## config.mk

```make
export PLATFORM = sky130hd
export DESIGN_NAME = bytecode_instruction_delimiter_core
export DESIGN_NICKNAME = d
export VERILOG_FILES = /design/src/rtl/bid_pkg.sv /design/src/rtl/bid_decode.sv /design/src/rtl/bid_skid.sv /design/src/rtl/bytecode_instruction_delimiter_core.sv
export SDC_FILE = /design/constraint.sdc
export NUM_CORES = 1
export LEC_CHECK = 0
export BUFFER_PORTS_ARGS = -buffer_cell sky130_fd_sc_hd__buf_2
export CAP_MARGIN = 30
export CORE_ASPECT_RATIO = 0.7
export CORE_UTILIZATION = 55
export DETAILED_ROUTE_END_ITERATION = 16
export PLACE_DENSITY = 0.72
export RECOVER_POWER = 25
export SKIP_CTS_REPAIR_TIMING = 1
export SLEW_MARGIN = 40
export SYNTH_ARGS = -nofsm -noshare
export SYNTH_HDL_FRONTEND = slang
export SYNTH_SLANG_ARGS = --single-unit
```

## constraint.sdc

```tcl
create_clock -name clk -period 8.4 [get_ports clk]
set_input_delay 1.68 -clock clk [delete_from_list [all_inputs] [get_ports clk]]
set_output_delay 1.68 -clock clk [all_outputs]
set_load 0.02 [all_outputs]
```

## src/rtl/bid_pkg.sv

```systemverilog
// Package for the bytecode instruction delimiter.
// Holds phase and role codes, opcode constants, state/result types and the operand table.
// No dependencies.
`timescale 1ns / 1ps

package bid_pkg;

  typedef enum logic [2:0] {
    PH_OPCODE   = 3'd0,
    PH_FIXED    = 3'd1,
    PH_PAD      = 3'd2,
    PH_LS_HDR   = 3'd3,
    PH_TS_HDR   = 3'd4,
    PH_ENTRY    = 3'd5,
    PH_WIDE_OP  = 3'd6,
    PH_WIDE_ARG = 3'd7
  } phase_t;

  localparam logic [2:0] ROLE_OPCODE    = 3'd0;
  localparam logic [2:0] ROLE_OPERAND   = 3'd1;
  localparam logic [2:0] ROLE_PADDING   = 3'd2;
  localparam logic [2:0] ROLE_SW_HEADER = 3'd3;
  localparam logic [2:0] ROLE_SW_ENTRY  = 3'd4;
  localparam logic [2:0] ROLE_WIDE_OP   = 3'd5;
  localparam logic [2:0] ROLE_WIDE_ARG  = 3'd6;

  localparam logic [7:0] OP_TABLESWITCH  = 8'hAA;
  localparam logic [7:0] OP_LOOKUPSWITCH = 8'hAB;
  localparam logic [7:0] OP_WIDE         = 8'hC4;
  localparam logic [7:0] OP_IINC         = 8'h84;

  localparam logic [3:0] LS_HDR_BYTES   = 4'd8;
  localparam logic [3:0] TS_HDR_BYTES   = 4'd12;
  localparam logic [3:0] TS_LOW_MARK    = 4'd4;
  localparam logic [3:0] LS_ENTRY_BYTES = 4'd8;
  localparam logic [3:0] TS_ENTRY_BYTES = 4'd4;
  localparam logic [3:0] IINC_ARG_BYTES = 4'd4;
  localparam logic [3:0] WIDE_ARG_BYTES = 4'd2;

  typedef struct packed {
    phase_t      phase;
    logic [1:0]  offset_mod_four;
    logic [3:0]  bytes_left;
    logic [31:0] word_assembly;
    logic [31:0] low_bound;
    logic [32:0] entries_left;
    logic [7:0]  opcode_held;
  } state_t;

  typedef struct packed {
    logic [2:0] byte_role;
    logic       instr_last;
    logic       format_error;
    logic [7:0] current_opcode;
  } result_t;

  function automatic logic [2:0] fixed_operands(input logic [7:0] op);
    logic [2:0] n;
    begin
      unique case (op)
        8'h10, 8'h12, 8'h15, 8'h16, 8'h17, 8'h18,
        8'h19, 8'h36, 8'h37, 8'h38, 8'h39, 8'h3A,
        8'hA9, 8'hBC:
          n = 3'd1;
        8'h11, 8'h13, 8'h14, 8'h84,
        8'h99, 8'h9A, 8'h9B, 8'h9C, 8'h9D, 8'h9E,
        8'h9F, 8'hA0, 8'hA1, 8'hA2, 8'hA3, 8'hA4,
        8'hA5, 8'hA6, 8'hA7, 8'hA8,
        8'hB2, 8'hB3, 8'hB4, 8'hB5,
        8'hB6, 8'hB7, 8'hB8,
        8'hBB, 8'hBD, 8'hC0, 8'hC1, 8'hC6, 8'hC7:
          n = 3'd2;
        8'hC5:
          n = 3'd3;
        8'hB9, 8'hBA, 8'hC8, 8'hC9:
          n = 3'd4;
        default:
          n = 3'd0;
      endcase
      return n;
    end
  endfunction

endpackage

```

## src/rtl/bid_decode.sv

```systemverilog
// Per-byte decode: next delimiter state and result fields for one code byte.
// Purely combinational; depends on bid_pkg.
`timescale 1ns / 1ps

module bid_decode
  import bid_pkg::*;
(
  input  logic [7:0] code_byte,
  input  logic       start_of_code,
  input  state_t     cur,
  output state_t     nxt,
  output result_t    res
);

  phase_t      ph;
  logic [1:0]  off;
  logic [3:0]  bl_dec;
  logic [31:0] word_shift;
  logic [32:0] ts_count;
  logic [32:0] ent_dec;
  logic [1:0]  pad;
  logic [2:0]  n_ops;
  logic        is_lookup_held;

  always_comb begin
    ph             = start_of_code ? PH_OPCODE : cur.phase;
    off            = start_of_code ? 2'd0 : cur.offset_mod_four;
    bl_dec         = cur.bytes_left - 4'd1;
    word_shift     = {cur.word_assembly[23:0], code_byte};
    ts_count       = {1'b0, word_shift ^ 32'h8000_0000}
                   - {1'b0, cur.low_bound ^ 32'h8000_0000} + 33'd1;
    ent_dec        = cur.entries_left - 33'd1;
    pad            = ~off;
    n_ops          = fixed_operands(code_byte);
    is_lookup_held = (cur.opcode_held == OP_LOOKUPSWITCH);

    nxt              = cur;
    nxt.phase        = ph;
    res.byte_role    = ROLE_OPCODE;
    res.instr_last   = 1'b0;
    res.format_error = 1'b0;

    unique case (ph)
      PH_FIXED: begin
        res.byte_role  = ROLE_OPERAND;
        nxt.bytes_left = bl_dec;
        if (bl_dec == 4'd0) begin
          res.instr_last = 1'b1;
          nxt.phase      = PH_OPCODE;
        end
      end
      PH_PAD: begin
        res.byte_role  = ROLE_PADDING;
        nxt.bytes_left = bl_dec;
        if (bl_dec == 4'd0) begin
          nxt.word_assembly = 32'd0;
          nxt.phase         = is_lookup_held ? PH_LS_HDR : PH_TS_HDR;
          nxt.bytes_left    = is_lookup_held ? LS_HDR_BYTES : TS_HDR_BYTES;
        end
      end
      PH_LS_HDR: begin
        res.byte_role     = ROLE_SW_HEADER;
        nxt.word_assembly = word_shift;
        nxt.bytes_left    = bl_dec;
        if (bl_dec == 4'd0) begin
          if (word_shift[31]) begin
            res.format_error = 1'b1;
            res.instr_last   = 1'b1;
            nxt.phase        = PH_OPCODE;
          end else if (word_shift == 32'd0) begin
            res.instr_last = 1'b1;
            nxt.phase      = PH_OPCODE;
          end else begin
            nxt.entries_left = {1'b0, word_shift};
            nxt.bytes_left   = LS_ENTRY_BYTES;
            nxt.phase        = PH_ENTRY;
          end
        end
      end
      PH_TS_HDR: begin
        res.byte_role     = ROLE_SW_HEADER;
        nxt.word_assembly = word_shift;
        nxt.bytes_left    = bl_dec;
        if (bl_dec == TS_LOW_MARK) begin
          nxt.low_bound = word_shift;
        end
        if (bl_dec == 4'd0) begin
          if ($signed(cur.low_bound) > $signed(word_shift)) begin
            res.format_error = 1'b1;
            res.instr_last   = 1'b1;
            nxt.phase        = PH_OPCODE;
          end else begin
            nxt.entries_left = ts_count;
            nxt.bytes_left   = TS_ENTRY_BYTES;
            nxt.phase        = PH_ENTRY;
          end
        end
      end
      PH_ENTRY: begin
        res.byte_role  = ROLE_SW_ENTRY;
        nxt.bytes_left = bl_dec;
        if (bl_dec == 4'd0) begin
          nxt.entries_left = ent_dec;
          if (ent_dec == 33'd0) begin
            res.instr_last = 1'b1;
            nxt.phase      = PH_OPCODE;
          end else begin
            nxt.bytes_left = is_lookup_held ? LS_ENTRY_BYTES : TS_ENTRY_BYTES;
          end
        end
      end
      PH_WIDE_OP: begin
        res.byte_role  = ROLE_WIDE_OP;
        nxt.bytes_left = (code_byte == OP_IINC) ? IINC_ARG_BYTES : WIDE_ARG_BYTES;
        nxt.phase      = PH_WIDE_ARG;
      end
      PH_WIDE_ARG: begin
        res.byte_role  = ROLE_WIDE_ARG;
        nxt.bytes_left = bl_dec;
        if (bl_dec == 4'd0) begin
          res.instr_last = 1'b1;
          nxt.phase      = PH_OPCODE;
        end
      end
      PH_OPCODE: begin
        res.byte_role   = ROLE_OPCODE;
        nxt.opcode_held = code_byte;
        if (code_byte == OP_TABLESWITCH || code_byte == OP_LOOKUPSWITCH) begin
          if (pad != 2'd0) begin
            nxt.phase      = PH_PAD;
            nxt.bytes_left = {2'b00, pad};
          end else begin
            nxt.word_assembly = 32'd0;
            if (code_byte == OP_LOOKUPSWITCH) begin
              nxt.phase      = PH_LS_HDR;
              nxt.bytes_left = LS_HDR_BYTES;
            end else begin
              nxt.phase      = PH_TS_HDR;
              nxt.bytes_left = TS_HDR_BYTES;
            end
          end
        end else if (code_byte == OP_WIDE) begin
          nxt.phase = PH_WIDE_OP;
        end else if (n_ops == 3'd0) begin
          res.instr_last = 1'b1;
          nxt.phase      = PH_OPCODE;
        end else begin
          nxt.phase      = PH_FIXED;
          nxt.bytes_left = {1'b0, n_ops};
        end
      end
      default: begin
        nxt.phase = PH_OPCODE;
      end
    endcase

    nxt.offset_mod_four = off + 2'd1;
    res.current_opcode  = nxt.opcode_held;
  end

endmodule

```

## src/rtl/bid_skid.sv

```systemverilog
// Two-entry result buffer between the decode stage and the result channel.
// Depends on bid_pkg for the result type.
`timescale 1ns / 1ps

module bid_skid
  import bid_pkg::*;
(
  input  logic    clk,
  input  logic    rst,
  input  logic    push,
  input  result_t push_data,
  output logic    full,
  output logic    result_valid,
  input  logic    result_stall,
  output result_t head
);

  result_t    mem [2];
  logic       wr_ptr;
  logic       rd_ptr;
  logic [1:0] count;
  logic       pop;

  assign result_valid = (count != 2'd0);
  assign full         = (count == 2'd2);
  assign pop          = result_valid && !result_stall;
  assign head         = mem[rd_ptr];

  always_ff @(posedge clk) begin
    if (push) begin
      mem[wr_ptr] <= push_data;
    end
  end

  always_ff @(posedge clk) begin
    if (rst) begin
      wr_ptr <= 1'b0;
      rd_ptr <= 1'b0;
      count  <= 2'd0;
    end else begin
      if (push) begin
        wr_ptr <= ~wr_ptr;
      end
      if (pop) begin
        rd_ptr <= ~rd_ptr;
      end
      unique case ({push, pop})
        2'b10:   count <= count + 2'd1;
        2'b01:   count <= count - 2'd1;
        default: count <= count;
      endcase
    end
  end

endmodule

```

## src/rtl/bytecode_instruction_delimiter_core.sv

```systemverilog
// Bytecode instruction delimiter: one role/last/error/opcode transaction per code byte.
// Result valid once the accepted byte has passed the input register and then the result buffer.
// Throughput: 1 byte per cycle while byte_stall is low; the decode against the state register is combinational.
// Input stalls only when the two-entry result buffer is full and a byte is held.
// Reset (rst, synchronous): phase to expecting opcode, counters and words cleared,
// input register and result buffer emptied.
`timescale 1ns / 1ps

module bytecode_instruction_delimiter_core
  import bid_pkg::*;
(
  input  logic       clk,
  input  logic       rst,
  input  logic       byte_valid,
  output logic       byte_stall,
  input  logic [7:0] code_byte,
  input  logic       start_of_code,
  output logic       result_valid,
  input  logic       result_stall,
  output logic [2:0] byte_role,
  output logic       instr_last,
  output logic       format_error,
  output logic [7:0] current_opcode
);

  logic       hold_valid;
  logic [7:0] hold_byte;
  logic       hold_start;
  state_t     state;
  state_t     state_next;
  result_t    dec_res;
  result_t    head;
  logic       buf_full;
  logic       fire;
  logic       accept;

  assign fire       = hold_valid && !buf_full;
  assign byte_stall = hold_valid && buf_full;
  assign accept     = byte_valid && !byte_stall;

  always_ff @(posedge clk) begin
    if (rst) begin
      hold_valid <= 1'b0;
    end else if (accept) begin
      hold_valid <= 1'b1;
    end else if (fire) begin
      hold_valid <= 1'b0;
    end
  end

  always_ff @(posedge clk) begin
    if (accept) begin
      hold_byte  <= code_byte;
      hold_start <= start_of_code;
    end
  end

  bid_decode u_decode (
    .code_byte     (hold_byte),
    .start_of_code (hold_start),
    .cur           (state),
    .nxt           (state_next),
    .res           (dec_res)
  );

  // all-zero state is phase expecting opcode with counters and words cleared
  always_ff @(posedge clk) begin
    if (rst) begin
      state <= '0;
    end else if (fire) begin
      state <= state_next;
    end
  end

  bid_skid u_skid (
    .clk          (clk),
    .rst          (rst),
    .push         (fire),
    .push_data    (dec_res),
    .full         (buf_full),
    .result_valid (result_valid),
    .result_stall (result_stall),
    .head         (head)
  );

  assign byte_role      = head.byte_role;
  assign instr_last     = head.instr_last;
  assign format_error   = head.format_error;
  assign current_opcode = head.current_opcode;

endmodule
```

# After elaboration in Yosys (flattened, before gate mapping)
# Memory sizes are Yosys's and may differ from the RTL's. A register that Yosys moved wholly into a read port is not among the register bits.
# Cells that the tools add are included.
totals:
  n_memories: 2
  elab_cells: 149
  inputBits: 13
  regBits: 120
  mem_bits_ro: 768
  mem_bits_rw: 26
memory_table:
  columns: ["memory", "words", "width", "rd", "rd_ports_with_merged_regs", "write_ports", "line_no", "text"]
  rows:
  - ["(no name shown)", 256, 3, 1, 1, 0, "bid_pkg.sv:60", "unique case (op)"]
  - ["u_skid.mem", 2, 13, 1, 1, 1, "bid_skid.sv:18", "result_t mem [2];"]
op_classes:
  reduce_logical: 25
  n_addsub: 7
  n_lt_le_gt_ge: 1
  muxes: 69
  eq_ne: 27
  bitwise: 5
ops:
  columns: ["operator", "count"]
  rows:
  - ["$mux W33", 6]
  - ["$pmux W33 S3", 1]
  - ["$pmux W24 S3", 1]
  - ["$mux W3", 18]
  - ["$mux W24", 2]
  - ["$mux W4", 12]
  - ["$pmux W3 S7", 2]
  - ["$eq A8 B8 Y1 const B", 5]
  - ["$mux W36", 1]
  - ["$add A33 B1 Y33 const B", 1]
  - ["$logic_not A33 Y1", 1]
  - ["$sub A32 B32 Y33", 1]
  - ["$sub A33 B1 Y33 const B", 1]
  - ["$gt A32 B32 Y1", 1]
  - ["$logic_not A32 Y1", 1]
  - ["$pmux W4 S7", 1]
  - ["$mux W1", 16]
  - ["$mux W8", 2]
  - ["$eq A3 B3 Y1 const B", 4]
  - ["$ne A2 B1 Y1 const B", 5]
  - ["$mux W2", 4]
  - ["$ne A2 B2 Y1 const B", 4]
  - ["$reduce_and A8 Y1", 1]
  - ["$reduce_bool A2 Y1", 4]
  - ["other kinds (23)", 39]

# Longest topological paths before layout
logic_depth:
  word_depth: 6
  ltp_mapped: 14
  mapped_depth_nobuf: 13

# Cells and area by module
# Synthesis repeated with hierarchy kept, for this count alone.
unflattened:
  hier_cells: 1683
  area_unflattened_um2: 13715.7
modules_own_cells:
  columns: ["module", "area_per_inst_um2", "n_inst", "cells_per_inst"]
  rows:
  - ["bid_decode", 6829.0, 1, 1083]
  - ["bytecode_instruction_delimiter_core", 5736.8, 1, 535]
  - ["bid_skid", 1149.9, 1, 65]

# Worst setup path before layout
# Ideal clock, no wire load.
synth_timing:
  path_type: "input to register"
  startpoint: "input port byte_valid"
  endpoint: "register, netlist name u_decode.n_ops[0]"
  path_slack_ns: 4.738
  path_stages: 10
  required_ns: 8.286
  arrival_ns: 3.548
  path_cell_list: "clkbuf_1 > nand2_1 > mux2i_1 > ha_1 > a21oi_1 > o31ai_1 > a21oi_1 > o31ai_1 > a21oi_1 > a21o_1"
synth_via:
  elab_chain_cells: 2
synth_lines:
  columns: ["element", "line_no", "text"]
  rows:
  - ["start: declaration", "bytecode_instruction_delimiter_core.sv:14", "input logic byte_valid,"]
  - ["$logic_and A1 B1 Y1", "bytecode_instruction_delimiter_core.sv:39", "assign accept = byte_valid && !byte_stall;"]
  - ["$mux W8 (no line)", null, null]
# Every way passes these cells.
# A chain may end at the register's enable or synchronous reset.

# Worst setup path in the final report
layout_timing:
  startpoint: "input port rst"
  endpoint: "register state[5] (netlist name)"
layout_lines:
  columns: ["element", "line_no", "text"]
  rows:
  - ["start: declaration", "bytecode_instruction_delimiter_core.sv:13", "input logic rst,"]
  - ["end signal: assignment", "bytecode_instruction_delimiter_core.sv:71", "state <= state_next;"]
  - ["end: declaration", "bytecode_instruction_delimiter_core.sv:29", "state_t state;"]
# No word-level cell between the ends.

==> metrics.txt <==
Syn-to-layout area delta 7.71%; met3 WL 3280 um; Layout Nets 1483; kind of critical path primary input to register; crit-path cells clkbuf_1 > buf_4 > nor3_1; internal power roughly 0.0013 W; CTS tree done; MaxCap Viol Count 1; Die Ht 120 um; CP Max Fanout 59; CTS buffer count 17; GPL Wtd Cong between 0.9 and 1; slowest stage delay, CP approximately 1.8 ns; CP Launch Type primary input; Yosys warnings 0; Die Footprint approximately 20000 sq um; reg2reg path depth 13; share of flip-flops with an asynchronous set or reset 0; Rows 42; post-detail-place hpwl around 23000 um; syn_area_per_cell 7.92 sq um; M1 WL 15800 um; port bufs 27; reg2reg end state[39]; Final Hold Viols 0; chip width 171 um; initial antenna violation count 0; NetSw 0.000592 W; FMAX about 230 MHz; Slew HR -0.772; Synth Instances 1384; Placed Cells 1611; minimum clock period roughly 4.3 ns; core outline area ~19000 sq um; Hold Crit Class register to register; final period utilization 0.507; Comb power frac 0.180; CP required 8.68 ns; prevailing post-synth register cell dfxtp_1; Slew Limit Fails 55; Clock power frac 0.395; met2 wire length 12900 um; DRT antenna net count 0; Total Routed Length ~32000 um; crit path to state[5]; H-Tree Depth 4; # DRC 0; CTS Sinks 150; first-pass GRT wire length 51600 um; crit path launch rst; all-layer global routing usage 0.326; Critical-path top delay cell clkbuf_1; clock root cell clkbuf_16; PD cells 164 nW/um^2; Syn Std Cell Area 11000 sq um; initial core utilization 0.571; Finished Layout Cells 1643; FF+latch count, synth 150; drt first pass iters 7; total vias in the final route 10347; grt total ovfl 0; failing checks max-capacitance violations, max-slew violations; RSZ-0062 raised after global routing no; pin count of the biggest net entering global routing 67; r2r startpoint hold_byte[1]; post-synthesis sequential area ratio 0.306; Reg clk slew, reported paths 0.07 ns; Layout Skew 0.0120 ns; vias in the first global route 9314; Pleak 4.41 nW; worst path arrival time 4.54 ns; Crit. End Element register; status finished with violations; Fin Setup TNS 0 ns; Cell variety after synth 75; maximum clock path buffer count 2; Ant. Diodes 0; Switching Share 0.307; Sequential Power Share 0.424; # setup viols final 0; via/cell ratio 6.30; syn_nets 1501; layout cells sized above 1 0.0761; r2r setup slk ~4.3 ns; IO Pins 28; Worst-Skew Late Latency 0.44 ns; 1st-iter DRT viols 1455; peak supply drop approximately 0.00012 V; drt wl/cell 19.7 um; Slew @ Worst Pin approximately 2.7 ns; Top Layer Used met4; EDFF count, synth 35
## sequential cells by signal, indices dropped and copies added (netlist names), named ones only
name	flops
u_decode.n_ops	3
state	106
u_skid.wr_ptr	1
u_skid.mem	26
u_skid.count	2
hold_valid	1
hold_start	1
u_skid.rd_ptr	1
hold_byte	8
## power groups by stage
stage / Clock, W / Sequential, W / Combinational, W
2_1_floorplan: 0 / 0.000808 / 0.000270
3_3_place_gp: 0 / 0.000833 / 0.000338
3_5_place_dp: 0 / 0.000834 / 0.000341
4_1_cts: 0.000771 / 0.000818 / 0.000344
5_1_grt: 0.000800 / 0.000823 / 0.000379
6_report: 0.000763 / 0.000820 / 0.000349
## placed cells by master, fill, tap and decap left out, drive strengths merged, types with 10 or more instances in the layout
| master | Yosys | layout |
|---|---|---|
| a311oi | 13 | 13 |
| xnor2 | 39 | 39 |
| o21a | 11 | 11 |
| a211oi | 31 | 31 |
| o21ai | 52 | 52 |
| nand2 | 166 | 166 |
| dfxtp | 115 | 115 |
| edfxtp | 35 | 35 |
| ha | 102 | 102 |
| nand4 | 21 | 21 |
| nand3 | 50 | 50 |
| nor3 | 41 | 41 |
| buf | 6 | 28 |
| xor2 | 10 | 10 |
| clkbuf | 70 | 31 |
| inv | 86 | 90 |
| and4 | 10 | 10 |
| or3 | 12 | 12 |
| a21o | 15 | 15 |
| a221oi | 22 | 22 |
| o31ai | 10 | 10 |
| mux2 | 15 | 15 |
| a21oi | 127 | 127 |
| nor4 | 29 | 29 |
| nor2 | 135 | 135 |
| nor2b | 12 | 12 |
## synth_stat cells (21+ instances only)
library cell | count | area share
nor3_1 | 40 | 0.018
ha_1 | 102 | 0.12
a211oi_1 | 31 | 0.021
edfxtp_1 | 35 | 0.096
nor2_1 | 135 | 0.046
inv_1 | 85 | 0.029
clkbuf_1 | 70 | 0.024
xnor2_1 | 39 | 0.031
nand3_1 | 50 | 0.023
nand2_1 | 166 | 0.057
nor4_1 | 24 | 0.014
dfxtp_1 | 115 | 0.21
a21oi_1 | 127 | 0.058
nand4_1 | 21 | 0.012
o21ai_0 | 46 | 0.021
## critical path, delay by kind of cell
family,cells,cell delay [ns]
buf+inv,2,2.64
simple gates,1,0.16
## kinds of logic (layout without fill, tap and decap cells)
kind of cell | after synthesis | after routing | share of synthesized area
AND/OR/NAND/NOR | 534 | 534 | 0.238
AO/OA/AOI/OAI | 361 | 361 | 0.217
buffers and inverters | 162 | 157 | 0.0562
flip-flops | 150 | 150 | 0.306
adder cells (fa/ha/maj) | 104 | 104 | 0.120
XOR/XNOR | 49 | 49 | 0.0392
multiplexers | 24 | 24 | 0.0236
## layout make-up
class | count | area, sq um
tap | 264 | 330
multi-input combinational | 1072 | 7010
sequential | 150 | 3350
timing repair buffer | 39 | 206
clock inverter | 12 | 119
clock buffer | 20 | 458
inverter | 86 | 323
fill | 1775 | 7380
## per-stage QoR
stage               total power [W]  instance area [sq um]  hold WS (ns)  worst slack [ns]   util
global placement            0.00117                  11200         0.441              4.56  0.586
floorplan                   0.00108                  11000         0.432              4.74      -
CTS                         0.00193                  11800         0.452              4.45  0.616
global route                0.00200                  11800         0.489              3.99  0.615
finish                      0.00193                  11800         0.449              4.14  0.615
detailed placement          0.00118                  11200         0.443              4.50  0.586
## routing by layer
metal | vias to the layer above | global-route usage
li1 | 4996 | -
met5 | - | 0
met2 | 505 | 0.441
met3 | 39 | 0.0805
met1 | 4807 | 0.505
met4 | 0 | 0.0726
## worst min path at each step
| stage | start | end | slack [ns] | cells after the start |
|---|---|---|---|---|
| 2_1_floorplan | state[110] | state[110] | 0.43 | 2 |
| 6_report | state[110] | state[110] | 0.45 | 2 |
| 3_3_place_gp | state[110] | state[110] | 0.44 | 2 |
| 4_1_cts | state[110] | state[110] | 0.45 | 2 |
| 5_1_grt | state[110] | state[110] | 0.49 | 2 |
| 3_5_place_dp | state[110] | state[110] | 0.44 | 2 |
No activity file was read; power rests on OpenSTA's default activity.
